## config.mk

```make
export PLATFORM = sky130hd
export DESIGN_NAME = irrigation_slot_controller_core
export DESIGN_NICKNAME = d
export VERILOG_FILES = /design/src/sv/isc_pkg.sv /design/src/sv/irrigation_slot_controller_core.sv
export SDC_FILE = /design/constraint.sdc
export NUM_CORES = 1
export LEC_CHECK = 0
export ABC_AREA = 1
export BUFFER_PORTS_ARGS = -buffer_cell sky130_fd_sc_hd__clkbuf_2
export CAP_MARGIN = 20
export CORE_UTILIZATION = 61
export CTS_BUF_LIST = sky130_fd_sc_hd__clkbuf_4 sky130_fd_sc_hd__clkbuf_8 sky130_fd_sc_hd__clkbuf_16
export DETAILED_ROUTE_END_ITERATION = 8
export HOLD_SLACK_MARGIN = 0.1
export PLACE_DENSITY = 0.82
export SYNTH_ARGS = -nofsm -noshare
export SYNTH_HDL_FRONTEND = slang
export SYNTH_SLANG_ARGS = --single-unit
```

## constraint.sdc

```tcl
create_clock -name clk -period 6.7 [get_ports clk]
set_input_delay 0.67 -clock clk [delete_from_list [all_inputs] [get_ports clk]]
set_output_delay 0.67 -clock clk [all_outputs]
set_load 0.1 [all_outputs]
```

## src/sv/isc_pkg.sv

```systemverilog
// ----------------------------------------------------------------------------
// irrigation slot controller package
// shared types, codes and field widths of the slot controller
// ----------------------------------------------------------------------------
package isc_pkg;

  localparam int SLOT_COUNT_DEF  = 8;
  localparam int VALVE_SLOTS_DEF = 8;

  localparam int IDX_W   = 4;
  localparam int THR_W   = 10;
  localparam int MOIST_W = 11;
  localparam int TIME_W  = 32;
  localparam int MASK_W  = 8;

  localparam logic [TIME_W-1:0] TIMEOUT_RESET = 32'd600000;

  typedef enum logic [1:0] {
    OP_ASSIGN = 2'd0,
    OP_CLEAR  = 2'd1,
    OP_SAMPLE = 2'd2,
    OP_QUERY  = 2'd3
  } opcode_t;

  typedef enum logic [1:0] {
    MODE_EMPTY    = 2'd0,
    MODE_SELECTED = 2'd1,
    MODE_WATERING = 2'd2,
    MODE_ERROR    = 2'd3
  } mode_t;

  typedef enum logic [1:0] {
    EV_NONE    = 2'd0,
    EV_START   = 2'd1,
    EV_STOP    = 2'd2,
    EV_TIMEOUT = 2'd3
  } event_t;

endpackage

```

## src/sv/irrigation_slot_controller_core.sv

```systemverilog
// ----------------------------------------------------------------------------
// irrigation slot controller core
// per-slot mode machines driving valve mask and pump from request stream
// ----------------------------------------------------------------------------
//
// channel   direction  handshake                     payload
// s_axis    in         s_axis_tvalid/s_axis_tready   s_axis_tdata, 64 bits
// m_axis    out        m_axis_tvalid/m_axis_tready   m_axis_tdata, 16 bits
// cfg       in         cfg_valid/cfg_ready           cfg_data, watering timeout ms
//
// one request per cycle sustained unless m_axis stalls; a request passes from the
// input register to the result register, slot update done between them in one pass
// rst (synchronous) empties all slots and loads the timeout with 600000 ms
// a stalled result holds m_axis; the input register still takes a request
// while it is empty, or while the result register is free or drained that cycle
// cfg_ready is always high; write the timeout only while the block is idle
//
module irrigation_slot_controller_core
  import isc_pkg::*;
#(
  parameter int SLOT_COUNT  = SLOT_COUNT_DEF,
  parameter int VALVE_SLOTS = VALVE_SLOTS_DEF
) (
  input  logic        clk,
  input  logic        rst,
  // request stream
  input  logic        s_axis_tvalid,
  output logic        s_axis_tready,
  // opcode[1:0], slot_index[5:2], moisture_threshold[15:6], moisture[26:16],
  // now_ms[58:27], zero fill [63:59]
  input  logic [63:0] s_axis_tdata,
  // result stream
  output logic        m_axis_tvalid,
  input  logic        m_axis_tready,
  // accepted[0], slot_status[2:1], event_code[4:3], valve_mask[12:5],
  // pump_on[13], zero fill [15:14]
  output logic [15:0] m_axis_tdata,
  // timeout register write
  input  logic        cfg_valid,
  output logic        cfg_ready,
  input  logic [31:0] cfg_data
);

  localparam int SLOT_W = (SLOT_COUNT > 1) ? $clog2(SLOT_COUNT) : 1;

  // timeout register
  logic [TIME_W-1:0] timeout_ms;

  assign cfg_ready = 1'b1;

  always_ff @(posedge clk) begin
    if (rst) begin
      timeout_ms <= TIMEOUT_RESET;
    end else if (cfg_valid) begin
      timeout_ms <= cfg_data;
    end
  end

  // input register
  logic               in_valid;
  opcode_t            in_op;
  logic [IDX_W-1:0]   in_idx;
  logic [THR_W-1:0]   in_thr;
  logic [MOIST_W-1:0] in_moist;
  logic [TIME_W-1:0]  in_now;

  logic advance;

  // result register frees when empty or drained this cycle
  assign advance       = in_valid && (!m_axis_tvalid || m_axis_tready);
  assign s_axis_tready = !in_valid || advance;

  always_ff @(posedge clk) begin
    if (rst) begin
      in_valid <= 1'b0;
    end else if (s_axis_tready) begin
      in_valid <= s_axis_tvalid;
    end
  end

  always_ff @(posedge clk) begin
    if (s_axis_tready && s_axis_tvalid) begin
      in_op    <= opcode_t'(s_axis_tdata[1:0]);
      in_idx   <= s_axis_tdata[5:2];
      in_thr   <= s_axis_tdata[15:6];
      in_moist <= s_axis_tdata[26:16];
      in_now   <= s_axis_tdata[58:27];
    end
  end

  // per-slot state
  mode_t             slot_mode      [SLOT_COUNT];
  mode_t             slot_mode_next [SLOT_COUNT];
  logic [THR_W-1:0]  slot_thr       [SLOT_COUNT];
  logic [TIME_W-1:0] watering_start [SLOT_COUNT];

  // addressed slot
  logic              hit;
  logic [SLOT_W-1:0] sel;
  mode_t             cur_mode;
  logic [THR_W-1:0]  cur_thr;
  logic [TIME_W-1:0] cur_start;

  assign hit       = ({1'b0, in_idx} < (IDX_W+1)'(SLOT_COUNT));
  assign sel       = in_idx[SLOT_W-1:0];
  assign cur_mode  = slot_mode[sel];
  assign cur_thr   = slot_thr[sel];
  assign cur_start = watering_start[sel];

  // moisture compares, a negative sample fails both
  logic              moist_neg;
  logic              moist_below;
  logic              moist_at_or_above;
  logic [TIME_W-1:0] elapsed;
  logic              timed_out;

  assign moist_neg         = in_moist[MOIST_W-1];
  assign moist_below       = !moist_neg && ({1'b0, in_moist[THR_W-1:0]} < {1'b0, cur_thr});
  assign moist_at_or_above = !moist_neg && ({1'b0, in_moist[THR_W-1:0]} >= {1'b0, cur_thr});
  assign elapsed           = in_now - cur_start;
  assign timed_out         = elapsed > timeout_ms;

  // slot transition
  mode_t             new_mode;
  event_t            new_event;
  logic              start_we;
  logic [TIME_W-1:0] start_val;
  logic              thr_we;

  always_comb begin
    new_mode  = cur_mode;
    new_event = EV_NONE;
    start_we  = 1'b0;
    start_val = '0;
    thr_we    = 1'b0;
    case (in_op)
      OP_ASSIGN: begin
        new_mode = MODE_SELECTED;
        thr_we   = 1'b1;
        start_we = 1'b1;
      end
      OP_CLEAR: begin
        new_mode = MODE_EMPTY;
        start_we = 1'b1;
      end
      OP_SAMPLE: begin
        case (cur_mode)
          MODE_SELECTED: begin
            if (moist_below) begin
              new_mode  = MODE_WATERING;
              new_event = EV_START;
              start_we  = 1'b1;
              start_val = in_now;
            end
          end
          MODE_WATERING: begin
            if (moist_at_or_above) begin
              new_mode  = MODE_SELECTED;
              new_event = EV_STOP;
              start_we  = 1'b1;
            end else if (timed_out) begin
              new_mode  = MODE_ERROR;
              new_event = EV_TIMEOUT;
            end
          end
          default: begin
          end
        endcase
      end
      default: begin
      end
    endcase
  end

  always_comb begin
    slot_mode_next = slot_mode;
    if (advance && hit) begin
      slot_mode_next[sel] = new_mode;
    end
  end

  always_ff @(posedge clk) begin
    if (rst) begin
      for (int i = 0; i < SLOT_COUNT; i++) begin
        slot_mode[i] <= MODE_EMPTY;
      end
    end else begin
      slot_mode <= slot_mode_next;
    end
  end

  // thresholds and start times are only read in selected or watering,
  // which a slot first reaches only through an assign, so they need no reset
  always_ff @(posedge clk) begin
    if (advance && hit) begin
      if (thr_we) begin
        slot_thr[sel] <= in_thr;
      end
      if (start_we) begin
        watering_start[sel] <= start_val;
      end
    end
  end

  // valve mask from the updated modes
  logic [MASK_W-1:0] mask_next;

  for (genvar g = 0; g < MASK_W; g++) begin : g_mask
    if (g < SLOT_COUNT && g < VALVE_SLOTS) begin : g_valve
      assign mask_next[g] = (slot_mode_next[g] == MODE_WATERING);
    end else begin : g_none
      assign mask_next[g] = 1'b0;
    end
  end

  // result register
  logic              res_accepted;
  mode_t             res_status;
  event_t            res_event;
  logic [MASK_W-1:0] res_mask;
  logic              res_pump;

  always_ff @(posedge clk) begin
    if (rst) begin
      m_axis_tvalid <= 1'b0;
    end else if (advance) begin
      m_axis_tvalid <= 1'b1;
    end else if (m_axis_tready) begin
      m_axis_tvalid <= 1'b0;
    end
  end

  always_ff @(posedge clk) begin
    if (advance) begin
      res_accepted <= hit;
      res_status   <= hit ? new_mode : MODE_ERROR;
      res_event    <= hit ? new_event : EV_NONE;
      res_mask     <= mask_next;
      res_pump     <= |mask_next;
    end
  end

  assign m_axis_tdata = {2'b00, res_pump, res_mask, res_event, res_status, res_accepted};

  // checks
  a_pump_or: assert property (@(posedge clk) disable iff (rst)
    m_axis_tvalid |-> (res_pump == (|res_mask)))
    else $error("pump bit disagrees with valve mask");

  a_reject: assert property (@(posedge clk) disable iff (rst)
    (m_axis_tvalid && !res_accepted) |-> (res_status == MODE_ERROR && res_event == EV_NONE))
    else $error("rejected request reported an event or a slot mode");

  a_start_waters: assert property (@(posedge clk) disable iff (rst)
    (m_axis_tvalid && res_event == EV_START) |-> (res_status == MODE_WATERING))
    else $error("watering start without watering mode");

  a_stop_selected: assert property (@(posedge clk) disable iff (rst)
    (m_axis_tvalid && res_event == EV_STOP) |-> (res_status == MODE_SELECTED))
    else $error("watering stop without selected mode");

  a_ready_only_blocked: assert property (@(posedge clk) disable iff (rst)
    !s_axis_tready |-> (m_axis_tvalid && !m_axis_tready))
    else $error("input stalled while result register free");

endmodule
```

==> impl_metrics.csv, run 1 <==
group,metric,value,unit
sta,fmax,169.5,MHz
routing,post_drt_wl_per_cell,19.19,um
synthesis,ys_ff_latch,462,
routing,drtIter0Drc,1346,
clock_tree,cts_hold_buf,0,
clock_tree,numCtsBuffers,46,
synthesis,ys_warn_count,0,
synthesis,synth_area_leaders,"edfxtp_1 60%, o21ai_0 6.3%, nor2_1 5.4%, dfxtp_1 5.2%, ha_1 4.7%",
worst_hold_path,hold_path_startpoint,"s_axis_tdata[30]",
clock_tree,clock_path_buffers,3,
worst_setup_path,cp_slowest_cell,"dfxtp_4",
power_and_ir_drop,peakVddDrop,0.2854,mV
final_layout,syn_to_final_growth,13.33,%
global_routing,first_global_vias,13960,
global_routing,antenna_found_initial,0,
synthesis,yosysSeqAreaShare,65.69,%
power_and_ir_drop,powerDensity,288.4,nW/um^2
synthesis,synth_flop_cell,"edfxtp_1",
synthesis,synth_edf_count,409,
clock_tree,ctsResizeCount,0,
synthesis,postSynthAreaPerCell,11.22,um^2
worst_setup_path,required,7.02,ns
sta,slew_headroom,37.29,%
clock_tree,cts.clk_slew.worst_paths,0.06,ns
clock_tree,clock-sinks,462,
sta,min_period,5.901,ns
place,port_buffers,111,
sta,fin_setup_tns,0,ns
floorplanning,ios,120,
final_layout,ff_latch_area,13350,um^2
worst_hold_path,min_path_type,"input pin to register",
worst_setup_path,worstSetupPathType,"register to register",
synthesis,synth_cell_types,45,
power_and_ir_drop,swShare,24.69,%
global_routing,grt_pass1_wl,70350,um
routing,vias,14170,
floorplanning,dieArea,34030,um^2
final_layout,multi_input_area,6140,um^2
routing,routed_wl,45970,um
floorplanning,fp.coreArea,32620,um^2
clock_tree,cts_tree,"built",
final_layout,n_fill_cell,2211,
sta,skew,0.02139,ns
global_routing,grt_max_degree,89,
worst_setup_path,path_common_cell,"nand2_1",
worst_setup_path,cp_max_fo,45,
worst_setup_path,r2r_end,"res_pump$_DFFE_PP_",
worst_setup_path,ff2ff_setup_slack,0.80,ns
floorplanning,chipWidth,184.5,um
floorplanning,die_y,184.5,um
clock_tree,htreeDepth,2,
worst_hold_path,holdPathStages,1,
synthesis,syn_inst,1810,
worst_setup_path,worstSetupStartpointType,"register",
worst_setup_path,cp_data_arrival_time,6.22,ns
routing,first_pass_iters,6,
final_layout,postLayoutCoreUtil,70.58,%
routing,ant_nets,0,
place,routabilityCongestion,0.9367,
power_and_ir_drop,comb_power_share,12.7,%
flow_run,cap_violations,0,
sta,worst_slew_pin_slew,0.9335,ns
worst_setup_path,reg2reg_depth,31,
floorplanning,rows,66,
global_routing,grt_usage,27.08,%
synthesis,synth_top_area_share,60.46,%
power_and_ir_drop,power_switching,1.640,mW
final_layout,final_net_count,2095,
synthesis,synthesis.area,20310,um^2
clock_tree,clkLatencyLatePin,0.57,ns
power_and_ir_drop,p_int,5.001,mW
sta,finalMaxSlewViolations,0,
sta,hold_viol,0,
clock_tree,cts_root_buffer,"clkbuf_16",
place,hpwl,27750,um
worst_setup_path,end_kind,"register",
power_and_ir_drop,total_power,6.640,mW
power_and_ir_drop,seqPwrFrac,48.2,%
clock_tree,postCtsSetupBuffers,0,
floorplanning,initial_core_util,62.27,%
routing,drc,0,
final_layout,drive_above_1_share,13.77,%
power_and_ir_drop,clkPwrFrac,39.1,%
synthesis,async_reset_ff_share,0,%
routing,viasPerCell,5.917,
power_and_ir_drop,cellLeakagePower,8.254,nW
synthesis,synth_top_area_cell,"edfxtp_1",
worst_setup_path,slowest_delay,0.43,ns
global_routing,grt_remaining_overflow,0,
final_layout,antenna_cells,0,
sta,period_share,88.07,%
sta,finalSetupViolations,0,
worst_hold_path,hold_end,"in_now[3]$_DFFE_PP_",
sta,rsz0062_at_grt,"false",
outcome,status,"finished clean",
## sequential cells by signal, summed over array words and instances, names as in the netlist, 4 cells and up, named ones only
name,cells
res_mask,8
watering_start,256
in_moist,11
slot_thr,80
in_idx,4
in_thr,10
timeout_ms,32
in_now,32
slot_mode,16
## metal layers
metal  track usage (%)  routed length, um
met2             47.22              23270
met1             33.06              17690
met4             13.47               1737
met3             3.734               3276
met5                 0                  0
## synth_stat cells, types with 12 or more instances
cell type and number:
a21oi_1 78, clkbuf_1 78, dfxtp_1 53, edfxtp_1 409, ha_1 76, inv_1 136, nand2_1 189, nand3_1 33
nor2_1 292, o21ai_0 257, o221ai_1 40, o22ai_1 46, xnor2_1 12, xor2_1 17
## layout make-up
cell class                      instances  area share [%]
Clock buffer                           59           5.582
Multi-Input combinational cell       1116           26.67
Tap cell                              442           2.402
Clock inverter                         25           1.109
Sequential cell                       462           57.99
Timing Repair Buffer                  146           3.875
Inverter                              145           2.375
## critical path: cells and delay by family, from the launching register on
family	cells	cell delay, ns
AO/OA/AOI/OAI	8	1.45
XOR/XNOR	1	0.17
adder cells (fa/ha/maj)	2	0.71
buffers and inverters	4	0.89
flip-flops	1	0.43
AND/OR/NAND/NOR	16	1.97
## cells in the final DEF, fill, tap and decap left out, types with 33 or more instances in the layout
cell / n
edfxtp_1: 409
nor2_1: 283
o21ai_0: 257
nand2_1: 189
inv_1: 133
clkbuf_2: 111
a21oi_1: 78
ha_1: 76
dfxtp_1: 50
clkbuf_16: 47
o22ai_1: 46
o221ai_1: 40
nand3_1: 33
## power groups by stage
stage          registers, mW  clock network, mW  logic [mW]
3_3_place_gp            3.26                  0       0.784
5_1_grt                 3.20               2.73       0.937
2_1_floorplan           3.26                  0       0.578
6_report                3.20               2.60       0.843
3_5_place_dp            3.26                  0       0.824
4_1_cts                 3.20               2.63       0.835
## how the worst max path moves through the flow
| stage | end | cells after the start | slack, ns | startpoint |
|---|---|---|---|---|
| 6_report | res_pump$_DFFE_PP_ | 31 | 0.80 | register |
| 4_1_cts | res_pump$_DFFE_PP_ | 32 | 0.83 | register |
| 2_1_floorplan | res_pump$_DFFE_PP_ | 34 | 1.90 | register |
| 3_5_place_dp | res_pump$_DFFE_PP_ | 32 | 0.89 | register |
| 5_1_grt | res_pump$_DFFE_PP_ | 35 | 0.26 | register |
| 3_3_place_gp | res_pump$_DFFE_PP_ | 32 | 1.04 | register |
## kinds of logic after synthesis
kind of cell | after synthesis | share of synthesized area [%]
AND/OR/NAND/NOR | 546 | 10.82
flip-flops | 462 | 65.69
AO/OA/AOI/OAI | 461 | 13.01
buffers and inverters | 233 | 4.416
adder cells (fa/ha/maj) | 77 | 4.780
XOR/XNOR | 29 | 1.250
other | 2 | 0.03697
## per-stage QoR
step                worst slack [ns]  std cells  cell area [um^2]  hold WS (ns)
finish                        0.7992       2395             23020        0.2710
global placement               1.043       2305             21410        0.4568
detailed placement            0.8857       2305             21410        0.4599
floorplan                      1.896       1811             20320        0.4353
CTS                           0.8297       2389             22950        0.2622
global route                  0.2626       2395             23020        0.2675
Power figures use the tool's default switching activity.
==> run 2: changes to the inputs <==
--- a/config.mk
+++ b/config.mk
@@ -13,6 +13,9 @@
 export DETAILED_ROUTE_END_ITERATION = 8
 export HOLD_SLACK_MARGIN = 0.1
 export PLACE_DENSITY = 0.82
+export RECOVER_POWER = 50
+export SKIP_LAST_GASP = 1
 export SYNTH_ARGS = -nofsm -noshare
 export SYNTH_HDL_FRONTEND = slang
 export SYNTH_SLANG_ARGS = --single-unit
+export TNS_END_PERCENT = 1
==> impl_metrics.csv, run 2 (synthesis results as in run 1) <==
group,metric,value,unit
final_layout,drive_above_1_share,12.08,%
final_layout,layout_common_cells,"409 x edfxtp_1, 283 x nor2_1, 257 x o21ai_0",
place,dp.cells,2305,
floorplanning,ios,120,
outcome,status,"finished with violations",
worst_hold_path,min_path_type,"input pin to register",
global_routing,antenna_found_initial,0,
worst_setup_path,end_kind,"register",
routing,post_drt_wl_per_cell,19.24,um
routing,viasPerCell,5.917,
worst_hold_path,hold_path_startpoint,"s_axis_tdata[30]",
final_layout,largest_reg_flops,256,
sta,finalSetupViolations,0,
routing,first_pass_iters,5,
floorplanning,chipWidth,184.5,um
sta,period_share,88.52,%
final_layout,largest_register,"watering_start",
place,hpwl,27750,um
routing,routed_wl,46080,um
worst_setup_path,cp_max_fo,45,
final_layout,final_common_cell,"edfxtp_1",
global_routing,grt_max_degree,89,
sta,fmax,168.6,MHz
sta,slew_headroom,-154.8,%
clock_tree,clkLatencyLatePin,0.57,ns
worst_setup_path,path_delay_family,"simple AND/OR/NAND/NOR gates",
outcome,violations,"max-capacitance violations, max-slew violations",
place,port_buffers,111,
place,place_area,21410,um^2
floorplanning,die_y,184.5,um
sta,finalMaxSlewViolations,106,
final_layout,antenna_cells,0,
routing,drtIter0Drc,1402,
worst_setup_path,cp_slowest_cell,"dfxtp_4",
final_layout,largestRegisters,"watering_start (256), slot_thr (80)",
power_and_ir_drop,peakVddDrop,0.2841,mV
clock_tree,clock-sinks,462,
routing,vias,14170,
clock_tree,numCtsBuffers,46,
clock_tree,htreeDepth,2,
final_layout,syn_to_final_growth,12.98,%
sta,worst_slew_pin_slew,3.823,ns
place,place_ws,0.8857,ns
sta,fin_setup_tns,0,ns
power_and_ir_drop,powerDensity,289.4,nW/um^2
worst_setup_path,cp_data_arrival_time,6.25,ns
worst_setup_path,worstSetupPathType,"register to register",
worst_setup_path,worstSetupStartpointType,"register",
clock_tree,ctsResizeCount,0,
sta,skew,0.02001,ns
clock_tree,cts_root_buffer,"clkbuf_16",
sta,min_period,5.931,ns
routing,ant_nets,0,
sta,rsz0062_at_grt,"false",
floorplanning,dieArea,34030,um^2
routing,drc,0,
power_and_ir_drop,total_power,6.642,mW
clock_tree,cts_tree,"built",
final_layout,final_net_count,2095,
worst_setup_path,crit_buf_inv,3,
clock_tree,postCtsSetupBuffers,0,
global_routing,grt_pass1_wl,70350,um
power_and_ir_drop,cellLeakagePower,8.141,nW
worst_setup_path,path_common_cell,"nand2_1",
clock_tree,clock_path_buffers,3,
place,routabilityCongestion,0.9367,
global_routing,grt_usage,27.08,%
global_routing,grt_remaining_overflow,0,
floorplanning,fp.coreArea,32620,um^2
flow_run,cap_violations,2,
floorplanning,rows,66,
worst_setup_path,slowest_delay,0.43,ns
clock_tree,cts.clk_slew.worst_paths,0.06,ns
final_layout,stdcell_area,22950,um^2
sta,hold_viol,0,
worst_setup_path,required,7.02,ns
floorplanning,initial_core_util,62.27,%
global_routing,first_global_vias,13960,
final_layout,stdcell_count,2395,
clock_tree,cts_hold_buf,0,
sta,setup_ws,0.7691,ns
[run 2: path summary, 6_finish.rpt]
check / end / slack [ns] / depth (start not counted)
min reg2reg: timeout_ms[24]$_SDFFE_PP0P_ / 0.47 / 2
max: res_pump$_DFFE_PP_ / 0.77 / 35
min: in_now[3]$_DFFE_PP_ / 0.27 / 1
max reg2reg: res_pump$_DFFE_PP_ / 0.77 / 35
[run 2: metal layers]
layer  share of wire (%)  vias up  routed length (um)  GRT usage (%)
met5                   0        -                   0              0
met4                 3.9        0                1801          13.47
met3                 6.8      130                3155          3.734
met2                  51      640               23340          47.22
met1                  39     6763               17780          33.06
li1                    -     6639                   -              -
[run 2: cell type report]
cell class / instances / area, um^2
Clock buffer: 59 / 1285
Multi-Input combinational cell: 1116 / 6140
Fill cell: 2236 / 9669
Inverter: 145 / 546.8
Clock inverter: 25 / 255.2
Timing Repair Buffer: 146 / 820.8
Tap cell: 442 / 553.0
Sequential cell: 462 / 13350
[run 2: power by group]
group          internal (mW)  switching [mW]
clock network           1.55            1.05
logic                  0.290           0.551
registers               3.16          0.0372
total                   5.00            1.64
[run 2: per-stage QoR]
stage | hold WS [ns] | utilization (%)
2_1_floorplan | 0.4353 | -
6_report | 0.2746 | 70.36
5_1_grt | 0.2675 | 70.36
4_1_cts | 0.2622 | 70.36
3_3_place_gp | 0.4568 | 65.64
3_5_place_dp | 0.4599 | 65.64
